[src/rtl/slx_pkg.sv]
// shared types, codes and byte classification for the source text lexer
`timescale 1ns / 1ps

package slx_pkg;

	// width of the line and column counters, which saturate at all ones
	localparam int POS_BITS = 16;

	localparam logic [7:0] CH_NL     = 8'h0A;
	localparam logic [7:0] CH_TAB    = 8'h09;
	localparam logic [7:0] CH_VT     = 8'h0B;
	localparam logic [7:0] CH_FF     = 8'h0C;
	localparam logic [7:0] CH_CR     = 8'h0D;
	localparam logic [7:0] CH_SP     = 8'h20;
	localparam logic [7:0] CH_HASH   = 8'h23;
	localparam logic [7:0] CH_SLASH  = 8'h2F;
	localparam logic [7:0] CH_STAR   = 8'h2A;
	localparam logic [7:0] CH_DQUOTE = 8'h22;
	localparam logic [7:0] CH_SQUOTE = 8'h27;
	localparam logic [7:0] CH_DOT    = 8'h2E;
	localparam logic [7:0] CH_UNDER  = 8'h5F;
	localparam logic [7:0] CH_BSLASH = 8'h5C;
	localparam logic [7:0] CH_TILDE  = 8'h7E;
	localparam logic [7:0] CH_PLUS   = 8'h2B;
	localparam logic [7:0] CH_MINUS  = 8'h2D;
	localparam logic [7:0] CH_LOW_N  = 8'h6E;
	localparam logic [7:0] CH_LOW_T  = 8'h74;
	localparam logic [7:0] CH_LOW_R  = 8'h72;

	typedef enum logic [3:0] {
		KIND_UNKNOWN  = 4'd0,
		KIND_IDENT    = 4'd1,
		KIND_NUMBER   = 4'd2,
		KIND_STRING   = 4'd3,
		KIND_OPERATOR = 4'd4,
		KIND_DELIM    = 4'd5,
		KIND_NEWLINE  = 4'd6,
		KIND_SPACE    = 4'd7,
		KIND_COMMENT  = 4'd8
	} kind_t;

	typedef struct packed {
		logic [7:0] in_byte;
		logic       end_of_input;
	} in_item_t;

	typedef struct packed {
		logic [7:0]  src_byte;
		logic [7:0]  value_byte;
		logic        in_value;
		logic        token_first;
		logic        token_last;
		logic [3:0]  token_kind;
		logic [15:0] start_line;
		logic [15:0] start_column;
	} out_item_t;

	typedef struct packed {
		logic is_nl;
		logic is_space;
		logic is_digit;
		logic is_alpha;
		logic is_word;
		logic is_op;
		logic is_delim;
		logic is_sign;
		logic is_dot;
		logic is_hash;
		logic is_slash;
		logic is_star;
		logic is_dquote;
		logic is_squote;
		logic is_bslash;
		logic is_under;
	} char_class_t;

	// one emit step for the back end: the byte, its lookahead and what follows
	typedef struct packed {
		logic [7:0]  cur_byte;
		char_class_t cur_cls;
		logic [7:0]  next_byte;
		char_class_t next_cls;
		logic        has_next;
		logic        tail;      // a second, final step for next_byte follows
	} job_t;

	function automatic char_class_t classify(input logic [7:0] c);
		char_class_t r;
		r.is_nl     = (c == CH_NL);
		r.is_space  = (c == CH_SP) || (c == CH_TAB) || (c == CH_NL) || (c == CH_VT) ||
		              (c == CH_FF) || (c == CH_CR);
		r.is_digit  = (c >= 8'h30) && (c <= 8'h39);
		r.is_alpha  = ((c >= 8'h61) && (c <= 8'h7A)) || ((c >= 8'h41) && (c <= 8'h5A));
		r.is_under  = (c == CH_UNDER);
		r.is_word   = r.is_alpha || r.is_digit || r.is_under;
		r.is_op     = (c == CH_PLUS) || (c == CH_MINUS) || (c == CH_STAR) ||
		              (c == CH_SLASH) || (c == 8'h3D) || (c == 8'h3C) || (c == 8'h3E) ||
		              (c == 8'h21) || (c == 8'h26) || (c == 8'h7C) || (c == 8'h5E) ||
		              (c == 8'h25) || (c == CH_TILDE);
		r.is_delim  = (c == 8'h28) || (c == 8'h29) || (c == 8'h7B) || (c == 8'h7D) ||
		              (c == 8'h5B) || (c == 8'h5D) || (c == 8'h3B) || (c == 8'h3A) ||
		              (c == 8'h2C) || (c == CH_DOT);
		r.is_sign   = (c == CH_PLUS) || (c == CH_MINUS);
		r.is_dot    = (c == CH_DOT);
		r.is_hash   = (c == CH_HASH);
		r.is_slash  = (c == CH_SLASH);
		r.is_star   = (c == CH_STAR);
		r.is_dquote = (c == CH_DQUOTE);
		r.is_squote = (c == CH_SQUOTE);
		r.is_bslash = (c == CH_BSLASH);
		return r;
	endfunction

	function automatic logic [7:0] unescape(input logic [7:0] c);
		logic [7:0] r;
		r = c;
		if (c == CH_LOW_N) r = CH_NL;
		else if (c == CH_LOW_T) r = CH_TAB;
		else if (c == CH_LOW_R) r = CH_CR;
		return r;
	endfunction

	function automatic logic [POS_BITS-1:0] sat_inc(input logic [POS_BITS-1:0] v);
		return (&v) ? v : v + POS_BITS'(1);
	endfunction

endpackage

[src/rtl/slx_front.sv]
// front end: holds one byte of lookahead and turns input items into emit jobs
`timescale 1ns / 1ps

module slx_front (
	input  logic             clk,
	input  logic             arst_n,
	input  logic             in_valid,
	output logic             in_ready,
	input  slx_pkg::in_item_t in_data,
	output logic             push,
	output slx_pkg::job_t    push_job,
	input  logic             push_ready
);
	import slx_pkg::*;

	logic [7:0]  held_byte_q;
	logic        held_valid_q;
	logic        accept;
	char_class_t in_cls;
	char_class_t held_cls;

	assign in_ready = push_ready;
	assign accept   = in_valid && in_ready;
	assign in_cls   = classify(in_data.in_byte);
	assign held_cls = classify(held_byte_q);

	// a held byte is emitted with the new byte as lookahead; a lone final byte has none
	assign push = accept && (held_valid_q || in_data.end_of_input);

	always_comb begin
		if (held_valid_q) begin
			push_job.cur_byte  = held_byte_q;
			push_job.cur_cls   = held_cls;
			push_job.has_next  = 1'b1;
			push_job.tail      = in_data.end_of_input;
		end else begin
			push_job.cur_byte  = in_data.in_byte;
			push_job.cur_cls   = in_cls;
			push_job.has_next  = 1'b0;
			push_job.tail      = 1'b0;
		end
		push_job.next_byte = in_data.in_byte;
		push_job.next_cls  = in_cls;
	end

	always_ff @(posedge clk or negedge arst_n) begin
		if (!arst_n) begin
			held_valid_q <= 1'b0;
		end else if (accept) begin
			held_valid_q <= !in_data.end_of_input;
		end
	end

	always_ff @(posedge clk) begin
		if (accept) begin
			held_byte_q <= in_data.in_byte;
		end
	end

endmodule

[src/rtl/slx_queue.sv]
// two-entry job queue between the front and back ends
`timescale 1ns / 1ps

module slx_queue (
	input  logic          clk,
	input  logic          arst_n,
	input  logic          push,
	input  slx_pkg::job_t push_job,
	output logic          push_ready,
	output logic          pop_valid,
	output slx_pkg::job_t pop_job,
	input  logic          pop
);
	import slx_pkg::*;

	job_t       entry_q [2];
	logic       wr_ptr_q;
	logic       rd_ptr_q;
	logic [1:0] count_q;

	assign push_ready = (count_q != 2'd2);
	assign pop_valid  = (count_q != 2'd0);
	assign pop_job    = entry_q[rd_ptr_q];

	always_ff @(posedge clk or negedge arst_n) begin
		if (!arst_n) begin
			wr_ptr_q <= 1'b0;
			rd_ptr_q <= 1'b0;
			count_q  <= 2'd0;
		end else begin
			if (push) wr_ptr_q <= !wr_ptr_q;
			if (pop) rd_ptr_q <= !rd_ptr_q;
			case ({push, pop})
				2'b10:   count_q <= count_q + 2'd1;
				2'b01:   count_q <= count_q - 2'd1;
				default: count_q <= count_q;
			endcase
		end
	end

	always_ff @(posedge clk) begin
		if (push) begin
			entry_q[wr_ptr_q] <= push_job;
		end
	end

endmodule

[src/rtl/slx_back.sv]
// back end: token state machine, position counters and the output register
`timescale 1ns / 1ps

module slx_back (
	input  logic               clk,
	input  logic               arst_n,
	input  logic               job_valid,
	input  slx_pkg::job_t      job,
	output logic               job_pop,
	output logic               out_valid,
	input  logic               out_ready,
	output slx_pkg::out_item_t out_data
);
	import slx_pkg::*;

	typedef enum logic [3:0] {
		MODE_IDLE   = 4'd0,
		MODE_SPACE  = 4'd1,
		MODE_LINE   = 4'd2,
		MODE_BOPEN  = 4'd3,
		MODE_BODY   = 4'd4,
		MODE_BCLOSE = 4'd5,
		MODE_STRING = 4'd6,
		MODE_NUMBER = 4'd7,
		MODE_IDENT  = 4'd8
	} mode_t;

	localparam logic [POS_BITS-1:0] POS_ONE = POS_BITS'(1);

	mode_t               mode_q, mode_n, run_mode;
	logic                single_q, single_n;
	logic                esc_q, esc_n;
	logic                digit_q, digit_n;
	logic                dot_q, dot_n;
	logic                sign_q, sign_n;
	logic [POS_BITS-1:0] line_q, line_n;
	logic [POS_BITS-1:0] col_q, col_n;
	logic [POS_BITS-1:0] tok_line_q, tok_line_n;
	logic [POS_BITS-1:0] tok_col_q, tok_col_n;
	logic                phase_q;
	logic                out_valid_q;
	out_item_t           out_data_q;

	logic                fire;
	logic [7:0]          b;
	char_class_t         cb, cn;
	logic                nv;
	logic                first, last, inv;
	logic [7:0]          val;
	kind_t               kind;
	logic                num_on;
	kind_t               num_kind;
	out_item_t           res;

	assign fire    = job_valid && (!out_valid_q || out_ready);
	assign job_pop = fire && (phase_q || !job.tail);

	// the tail step replays the lookahead byte as the final byte
	assign b  = phase_q ? job.next_byte : job.cur_byte;
	assign cb = phase_q ? job.next_cls : job.cur_cls;
	assign nv = phase_q ? 1'b0 : job.has_next;
	assign cn = job.next_cls;

	always_comb begin
		first      = 1'b0;
		last       = 1'b1;
		inv        = 1'b1;
		val        = b;
		kind       = KIND_UNKNOWN;
		mode_n     = mode_q;
		single_n   = single_q;
		esc_n      = esc_q;
		digit_n    = digit_q;
		dot_n      = dot_q;
		sign_n     = sign_q;
		tok_line_n = tok_line_q;
		tok_col_n  = tok_col_q;
		num_on     = 1'b0;
		num_kind   = KIND_UNKNOWN;

		if (mode_q == MODE_IDLE) begin
			first      = 1'b1;
			tok_line_n = line_q;
			tok_col_n  = col_q;
			digit_n    = 1'b0;
			dot_n      = 1'b0;
			sign_n     = 1'b0;
			esc_n      = 1'b0;
			if (cb.is_nl) begin
				kind = KIND_NEWLINE;
			end else if (cb.is_space) begin
				mode_n = MODE_SPACE;
			end else if (cb.is_hash || (cb.is_slash && nv && cn.is_slash)) begin
				mode_n = MODE_LINE;
			end else if (cb.is_slash && nv && cn.is_star) begin
				mode_n = MODE_BOPEN;
				last   = 1'b0;
				kind   = KIND_COMMENT;
			end else if (cb.is_dquote || cb.is_squote) begin
				mode_n   = MODE_STRING;
				single_n = cb.is_squote;
				inv      = 1'b0;
				val      = 8'h00;
				last     = !nv;
			end else if (cb.is_digit || cb.is_sign || cb.is_dot) begin
				mode_n  = MODE_NUMBER;
				digit_n = cb.is_digit;
				dot_n   = cb.is_dot;
				sign_n  = cb.is_sign;
				num_on  = nv && (cn.is_digit || (cn.is_dot && !cb.is_dot));
				last    = !num_on;
				kind    = cb.is_digit ? KIND_NUMBER : (cb.is_sign ? KIND_OPERATOR : KIND_DELIM);
			end else if (cb.is_alpha || cb.is_under) begin
				mode_n = MODE_IDENT;
			end else if (cb.is_op) begin
				kind = KIND_OPERATOR;
			end else if (cb.is_delim) begin
				kind = KIND_DELIM;
			end
		end

		// whitespace, line comments and identifiers go on through the running logic
		if (mode_q != MODE_IDLE) begin
			run_mode = mode_q;
		end else if (mode_n == MODE_SPACE || mode_n == MODE_LINE || mode_n == MODE_IDENT) begin
			run_mode = mode_n;
		end else begin
			run_mode = MODE_IDLE;
		end

		unique case (run_mode)
			MODE_IDLE: begin
			end
			MODE_SPACE: begin
				last = !(nv && cn.is_space && !cn.is_nl);
				kind = KIND_SPACE;
			end
			MODE_LINE: begin
				last = !(nv && !cn.is_nl);
				kind = KIND_COMMENT;
			end
			MODE_BOPEN: begin
				mode_n = MODE_BODY;
				last   = !nv;
				kind   = KIND_COMMENT;
			end
			MODE_BODY: begin
				if (cb.is_star && nv && cn.is_slash) begin
					mode_n = MODE_BCLOSE;
					last   = 1'b0;
				end else begin
					last = !nv;
				end
				kind = KIND_COMMENT;
			end
			MODE_BCLOSE: begin
				last = 1'b1;
				kind = KIND_COMMENT;
			end
			MODE_STRING: begin
				if (esc_n) begin
					esc_n = 1'b0;
					val   = unescape(b);
					last  = !nv;
				end else if (single_n ? cb.is_squote : cb.is_dquote) begin
					inv  = 1'b0;
					val  = 8'h00;
					last = 1'b1;
					kind = KIND_STRING;
				end else if (cb.is_bslash && nv) begin
					esc_n = 1'b1;
					inv   = 1'b0;
					val   = 8'h00;
					last  = 1'b0;
				end else begin
					last = !nv;
				end
			end
			MODE_NUMBER: begin
				if (cb.is_digit) digit_n = 1'b1;
				if (cb.is_dot) dot_n = 1'b1;
				num_on   = nv && (cn.is_digit || (cn.is_dot && !dot_n));
				num_kind = digit_n ? KIND_NUMBER : (sign_n ? KIND_OPERATOR : KIND_DELIM);
				last     = !num_on;
				kind     = num_kind;
			end
			MODE_IDENT: begin
				last = !(nv && cn.is_word);
				kind = KIND_IDENT;
			end
			default: begin
				last = 1'b1;
			end
		endcase

		if (last) mode_n = MODE_IDLE;

		res.src_byte     = b;
		res.value_byte   = val;
		res.in_value     = inv;
		res.token_first  = first;
		res.token_last   = last;
		res.token_kind   = last ? kind : KIND_UNKNOWN;
		res.start_line   = 16'(tok_line_n);
		res.start_column = 16'(tok_col_n);

		if (cb.is_nl) begin
			line_n = sat_inc(line_q);
			col_n  = POS_ONE;
		end else begin
			line_n = line_q;
			col_n  = sat_inc(col_q);
		end

		// the final byte of a text returns everything to the reset state
		if (!nv) begin
			mode_n     = MODE_IDLE;
			single_n   = 1'b0;
			esc_n      = 1'b0;
			digit_n    = 1'b0;
			dot_n      = 1'b0;
			sign_n     = 1'b0;
			line_n     = POS_ONE;
			col_n      = POS_ONE;
			tok_line_n = POS_ONE;
			tok_col_n  = POS_ONE;
		end
	end

	always_ff @(posedge clk or negedge arst_n) begin
		if (!arst_n) begin
			mode_q      <= MODE_IDLE;
			single_q    <= 1'b0;
			esc_q       <= 1'b0;
			digit_q     <= 1'b0;
			dot_q       <= 1'b0;
			sign_q      <= 1'b0;
			line_q      <= POS_ONE;
			col_q       <= POS_ONE;
			tok_line_q  <= POS_ONE;
			tok_col_q   <= POS_ONE;
			phase_q     <= 1'b0;
			out_valid_q <= 1'b0;
			out_data_q  <= '0;
		end else begin
			if (fire) begin
				mode_q      <= mode_n;
				single_q    <= single_n;
				esc_q       <= esc_n;
				digit_q     <= digit_n;
				dot_q       <= dot_n;
				sign_q      <= sign_n;
				line_q      <= line_n;
				col_q       <= col_n;
				tok_line_q  <= tok_line_n;
				tok_col_q   <= tok_col_n;
				phase_q     <= !phase_q && job.tail;
				out_valid_q <= 1'b1;
				out_data_q  <= res;
			end else if (out_ready) begin
				out_valid_q <= 1'b0;
			end
		end
	end

	assign out_valid = out_valid_q;
	assign out_data  = out_data_q;

endmodule

[src/rtl/source_text_lexer.sv]
// top level of the streaming source text lexer
//
// Input channel (in_valid/in_ready/in_data) takes one byte of source text per
// item; end_of_input marks the final byte of a text. Output channel
// (out_valid/out_ready/out_data) gives one result item per source byte, in
// order, tagged with token boundaries, kind, decoded value and start position.
// A byte is answered once the byte after it has been accepted, because the
// tokenizer looks one byte ahead; the final byte is answered right behind its
// predecessor, so a final item yields up to two results.
// With an idle pipe, the item that completes a result is written into the queue
// and then into the output register, where the result can be taken.
// One byte per cycle is sustained while out_ready stays high; a final byte that
// follows a held byte costs the back end an extra tail step.
// The front end holds the lookahead byte and classifies, a two-entry queue
// decouples it from the back end, which runs the token state machine and
// drives a registered output. When out_ready is low the output item holds,
// the back end stops, and in_ready drops only once the queue is full.
// Reset clears all token state and sets line and column to 1; the same
// happens after each final byte, so the next text starts fresh.
`timescale 1ns / 1ps

module source_text_lexer (
	input  logic               clk,
	input  logic               arst_n,
	input  logic               in_valid,
	output logic               in_ready,
	input  slx_pkg::in_item_t  in_data,
	output logic               out_valid,
	input  logic               out_ready,
	output slx_pkg::out_item_t out_data
);
	import slx_pkg::*;

	logic push;
	logic push_ready;
	job_t push_job;
	logic pop_valid;
	logic pop;
	job_t pop_job;

	slx_front u_front (
		.clk        (clk),
		.arst_n     (arst_n),
		.in_valid   (in_valid),
		.in_ready   (in_ready),
		.in_data    (in_data),
		.push       (push),
		.push_job   (push_job),
		.push_ready (push_ready)
	);

	slx_queue u_queue (
		.clk        (clk),
		.arst_n     (arst_n),
		.push       (push),
		.push_job   (push_job),
		.push_ready (push_ready),
		.pop_valid  (pop_valid),
		.pop_job    (pop_job),
		.pop        (pop)
	);

	slx_back u_back (
		.clk       (clk),
		.arst_n    (arst_n),
		.job_valid (pop_valid),
		.job       (pop_job),
		.job_pop   (pop),
		.out_valid (out_valid),
		.out_ready (out_ready),
		.out_data  (out_data)
	);

endmodule
[config.mk]
export PLATFORM = sky130hd
export DESIGN_NAME = source_text_lexer
export DESIGN_NICKNAME = d
export VERILOG_FILES = /design/src/rtl/slx_pkg.sv /design/src/rtl/slx_front.sv /design/src/rtl/slx_queue.sv /design/src/rtl/slx_back.sv /design/src/rtl/source_text_lexer.sv
export SDC_FILE = /design/constraint.sdc
export NUM_CORES = 1
export LEC_CHECK = 0
export BUFFER_PORTS_ARGS = -buffer_cell sky130_fd_sc_hd__buf_4
export CORE_UTILIZATION = 40
export CTS_CLUSTER_DIAMETER = 200
export DETAILED_ROUTE_END_ITERATION = 8
export HOLD_SLACK_MARGIN = 0.08
export PLACE_DENSITY_LB_ADDON = 0.25
export SKIP_LAST_GASP = 1
export SYNTH_ARGS = -nofsm -noshare
export SYNTH_HDL_FRONTEND = slang
export SYNTH_SLANG_ARGS = --single-unit
[constraint.sdc]
create_clock -name clk -period 5.2 [get_ports clk]
set_input_delay 1.04 -clock clk [delete_from_list [all_inputs] [get_ports clk]]
set_output_delay 1.04 -clock clk [all_outputs]
set_load 0.03 [all_outputs]
# Word-level counts from Yosys, hierarchy flattened

Memory sizes are Yosys's and may differ from the RTL's.
Index checks and enable logic that the tools add are counted.

Add/sub/neg operators: 4
$lt $le $gt $ge: 12
Equality and inequality tests: 88
Multiplexer cells: 132
Reduce and logical (&&, ||, !) cells: 121

Operator list:

| kind                                                | number |
|---|---|
| equality test 8 x 6 -> 1 bit, second input constant | 40 |
| two-way mux 16 bit                                  | 11 |
| equality test 8 x 7 -> 1 bit, second input constant | 21 |
| two-way mux 8 bit                                   | 14 |
| two-way mux 4 bit                                   | 27 |
| equality test 8 x 4 -> 1 bit, second input constant | 10 |
| two-way mux 1 bit                                   | 73 |
| logical OR 1 bit                                    | 70 |
| adder 16 x 1 -> 16 bit, second input constant       | 2 |
| >= comparator 8 x 7 -> 1 bit, second input constant | 4 |
| <= comparator 8 x 7 -> 1 bit, second input constant | 4 |
| AND reduction 16 bit                                | 2 |
| logical AND 1 bit                                   | 25 |
| two-way mux 24 bit                                  | 1 |
| case mux 4 bit (5 select lines)                     | 1 |
| equality test 4 x 3 -> 1 bit, second input constant | 4 |
| >= comparator 8 x 6 -> 1 bit, second input constant | 2 |
| <= comparator 8 x 6 -> 1 bit, second input constant | 2 |
| logical NOT 1 bit                                   | 15 |
| equality test 4 x 2 -> 1 bit, second input constant | 3 |
| equality test 4 x 1 -> 1 bit, second input constant | 2 |
| equality test 4 bit, second input constant          | 2 |
| logical NOT 4 bit                                   | 2 |
| case mux 1 bit (8 select lines)                     | 1 |
| 16 further kinds                                    | 19 |

Register bits: 143
Bits in writable memories: 100
Bits of input ports: 13
Logic and storage cells: 383
Memories kept: 1

Memory list:

| memory          | words | bits a word | rd ports | clocked after memory_dff | write ports | RTL line        | text |
|---|---|---|---|---|---|---|---|
| u_queue.entry_q | 2     | 50          | 1        | 0                        | 1           | slx_queue.sv:16 | `job_t entry_q [2];` |

# Depth between registers and ports, before layout

An unclocked memory read counts as a cell.

Depth in word-level cells: 26
Depth in mapped cells: 12
Gate-level depth less buffers: 9

# Cells and area by module

From an unflattened synthesis, not the netlist that was laid out.

Cells, all modules: 1062
Area total of the unflattened synthesis: 11987.7 µm²

By module, submodules not included:

| module    | times used | cells an instance | area an instance (µm²) |
|---|---|---|---|
| slx_back  | 1          | 700               | 6538.8 |
| slx_queue | 1          | 172               | 4047.6 |
| slx_front | 1          | 190               | 1401.3 |

# Worst setup path before layout

Ideal clock, no wire load.

Path type: in2reg
Start: input port in_valid
End: memory u_queue.entry_q[0][0] (netlist bit) (enable)
Library setup time: 0.456 ns
Arrival: 3.734 ns
Data required time: 4.744 ns
Slack: 1.010 ns
Stages on the path: 3
Cells stage by stage: and2_1 o21ai_0 nor2_1

Longest elaborated chain between the ends: 4

Ends and longest elaborated chain:

| item                                    | RTL line                | text |
|---|---|---|
| start: declaration                      | source_text_lexer.sv:25 | `input logic in_valid,` |
| logical AND 1 bit                       | slx_front.sv:23         | `assign accept = in_valid && in_ready;` |
| logical AND 1 bit                       | slx_front.sv:28         | `assign push = accept && (held_valid_q \|\| in_data.end_of_input);` |
| two-way mux 1 bit                       | slx_queue.sv:42         | `if (push) begin` |
| two-way mux 1 bit (not written as such) | slx_queue.sv:43         | `entry_q[wr_ptr_q] <= push_job;` |
| end: declaration                        | slx_queue.sv:16         |  |

No other way between the ends.

# Final worst setup path

Start: register u_queue.rd_ptr_q
End: register u_back.mode_q[1]

Longest elaborated chain between the ends: 21

Ends and longest elaborated chain:

| item                                                                        | RTL line        | text |
|---|---|---|
| start: declaration                                                          | slx_queue.sv:18 | `logic rd_ptr_q;` |
| start signal: assignment                                                    | slx_queue.sv:32 | `if (pop) rd_ptr_q <= !rd_ptr_q;` |
| memory read (2 x 50 bit) (*)                                                | n/a             |  |
| parallel branches: the longest is 19 deep, another holds two-way mux 16 bit | n/a             |  |
| two-way mux 4 bit (*)                                                       | slx_back.sv:216 | `if (!nv) begin` |
| end signal: assignment                                                      | slx_back.sv:247 | `mode_q <= mode_n;` |
| end: declaration                                                            | slx_back.sv:30  | `mode_t mode_q, mode_n, run_mode;` |

Every way passes the cells marked *. The select of a mux whose other input is x is not followed.
A chain may end at the register's enable or synchronous reset.

==> results.md <==
- Port Buffers: 69
- # DRC: 0
- Met2 wire length: 12050 um
- Die width: 169.3 um
- Ant diodes: 0
- Register area share after synthesis: between 50% and 60%
- Clock transition at path regs: 0.06 ns
- Hold Crit Start: u_back.out_data[53]
- Sequential fraction of design power: between 30% and 40%
- Overall Global Routing Usage: 18.38%
- Crit share post-route: 75.18%
- Most used DFF post-synth: dfrtp_1
- Synth-to-Final Area Change: 15.59%
- Max layer used: met4
- Ys async rst share: 56.25%
- Endpoints failing hold: 0
- Total Power: 7.591 mW
- Drt pass-1 iters: 5
- Skew final: between 0.01 and 0.015 ns
- Reg2Reg Launch Point: u_queue.rd_ptr_q
- PwrDens: 586.5 mW/mm^2
- Placement Rows: 60
- Final setup viols: 0
- Yosys reg bits: 240
- Max FO, Critical Path: 25
- Crit path required time: approximately 5.6 ns
- Clock power share: between 20% and 30%
- Sw Ratio: between 30% and 40%
- Status: finished, final reports clean
- Initial antenna violation count: 0
- Grt total ovfl: 0
- Ys Warns: 0
- Buffer depth of the longest clock path: 3
- Final wirelength: around 26000 um
- Net Sw Power: 2.931 mW
- Post-route minimum period: 3.910 ns
- Internal power: 4.660 mW
- Effective utilization at floorplan: 41.20%
- Cell Area, Synth: 0.01120 mm^2
- Share of the synthesized area in the top cell type: 29.28%
- Die ar.: 0.02866 mm^2
- First-pass GRT wire length: 42400 um
- Max rail drop VDD: between 0.0002 and 0.00025 V
- Setup Fix Bufs, Post-CTS: 0
- Number of global-route vias before repair: about 7700
- 1st-iter DRT viols: a little under 700
- H-tree levels: 1
- Slew headroom: a little over a third
- Syn Nets: between 1000 and 1500
- Worst setup path class: reg -> reg
- Routed vias: 7913
- CTS resizes: 0
- Setup TNS: 0 ns
- Share of cells above drive strength 1: 16.88%
- Critical path arrival: 4.33 ns
- Core area: 0.02718 mm^2
- Most common cell in the netlist: dfrtp_1
- Hold Crit Class: reg -> reg
- Clock Sinks: 240
- Metal1 wirelength: 12160 um
- CP Capture Type: flip-flop
- Fin. max-slew vios: 0
- Number of distinct library cells after synthesis: slightly above 80
- Number of max-cap violations: 0
- Worst Tran Pin Value: 0.9409 ns
- DRT antenna net count: 0
- TritonCTS buffer count: 27
- Fill count: 2514
- Most common library cells after synthesis: 131 x dfrtp_1, 130 x nand2_1, 107 x nor2_1
- Gate Count Post-Synth: 1004
- Drt via density: 5.480
- EDFF count, synth: 105
- RSZ-0062 raised after global routing: no
- Crit start category: flip-flop
- WL/cell: around 18 um
- Post-synth top area cell: dfrtp_1
- Hold_buf cts: 0
- Post-detail-place hpwl: about 17000 um
- WL met3: 1099 um
- Largest net degree at the start of global routing: 101
- GPL Wtd Cong: ~0.87
- Gate power share: 38.8%
- Die height: 169.3 um
- Worst-Skew Late Latency: 0.52 ns
- Leakage: 5.019 nW
- Clk Tree Root Cell: clkbuf_16
- CTS tree: built
- Critical Path Source: u_queue.rd_ptr_q
- Final #Nets: 1068
- Syn_area_per_cell: 11.15 um^2
- Max Fclk: 0.2558 GHz
- Synth top area cells: dfrtp_1 29%, edfxtp_1 28%, nand2_1 4.4%, mux4_2 3.8%, nor2_1 3.6%
- IO Pins: 70
==> placed cells by master, fill, tap and decap left out, types with 9 or more instances in the layout <==
cell type / netlist / final
a22o_1: 37 / 37
nand3_1: 25 / 25
dfrtp_1: 131 / 130
nor3_1: 14 / 14
nor2_1: 107 / 105
nand2_1: 130 / 130
nand2b_1: 19 / 19
clkbuf_16: 0 / 28
edfxtp_1: 105 / 105
o31ai_1: 13 / 13
o21ai_0: 47 / 47
xor2_1: 14 / 14
a21oi_1: 39 / 39
mux4_2: 19 / 19
buf_4: 0 / 84
a31oi_1: 36 / 36
o22ai_1: 10 / 10
mux2_2: 9 / 9
inv_1: 23 / 23
nand4_1: 11 / 11
==> worst paths after layout <==
| check | endpoint | cells after the start | slack (ns) |
|---|---|---|---|
| worst min-delay path | u_back.out_data[53] | 1 | 0.47 |
| min in group asynchronous | u_back.out_data[11] | 1 | 0.62 |
| worst max register to register | u_back.mode_q[1] | 9 | 1.29 |
| worst min register to register | u_back.out_data[53] | 1 | 0.47 |
| max in group asynchronous | u_back.out_data[25] | 2 | 3.54 |
| worst max-delay path | u_back.mode_q[1] | 9 | 1.29 |
==> logic make-up (layout without fill, tap and decap cells) <==
group	after synthesis	count (layout)	synth area share [%]
compound gates	249	249	15.69
simple gates	365	365	15.18
buf+inv	89	157	3.252
xor+xnor	22	22	1.721
fa+ha+maj	3	3	0.3353
flops	240	240	58.38
mux	36	36	5.443
==> power by group through the flow <==
stage / Sequential [mW] / Combinational (mW) / Clock [mW]
after floorplan: 3.09 / 1.78 / 0
after global placement: 2.84 / 2.95 / 0
after detailed placement: 2.85 / 2.96 / 0
after CTS: 2.81 / 2.98 / 1.89
after global routing: 2.86 / 3.23 / 1.96
final: 2.80 / 2.95 / 1.84
==> layer usage <==
metal	track usage, %	vias to the layer above
met2	29.16	204
met1	26.32	3851
li1	-	3816
met3	2.635	42
met5	0	-
met4	5.014	0
==> per-stage QoR <==
stage               instances  hold slack [ns]  worst slack, ns  area, um^2  utilization, %
floorplan                1004           0.4497            1.010       11200               -
global placement         1395           0.4639            1.303       12070           44.42
detailed placement       1395           0.4664            1.276       12070           44.42
CTS                      1444           0.4795            1.275       12940           47.62
global route             1444           0.5047            1.036       12940           47.62
finish                   1444           0.4736            1.290       12940           47.62
==> area by class of cell <==
cell class / instances / area, um^2 / area share (%)
Multi-Input combinational cell: 675 / 4339 / 33.53
Timing Repair Buffer: 85 / 641.9 / 4.960
Clock inverter: 12 / 86.33 / 0.6671
Inverter: 23 / 86.33 / 0.6671
Sequential cell: 240 / 6538 / 50.52
Tap cell: 372 / 465.4 / 3.597
Clock buffer: 37 / 784.5 / 6.062
==> worst max-delay path, cell delays in order, from the launching register on <==
cell and delay (ns):
dfrtp_2 0.67, buf_4 0.42, mux4_2 0.58, nor2_1 0.11, o31ai_1 0.07, o22ai_1 0.66, a31o_1 0.32, a311oi_2 0.15
or3_4 0.46, a2111oi_4 0.34
==> flip-flops by register name (all words and copies together) (netlist names) <==
name and cells:
u_queue.entry_q 97, u_back.out_data 55, u_back.col_q 16, u_back.line_q 16
u_back.tok_col_q 16, u_back.tok_line_q 16, u_front.held_byte_q 8, u_back.mode_q 4
u_queue.count_q 2, u_back.digit_q 1, u_back.dot_q 1, u_back.esc_q 1
u_back.out_valid 1, u_back.phase_q 1, u_back.sign_q 1, u_back.single_q 1
u_front.held_valid_q 1, u_queue.rd_ptr_q 1, u_queue.wr_ptr_q 1
Note: power is estimated with default switching activity, not from simulation.
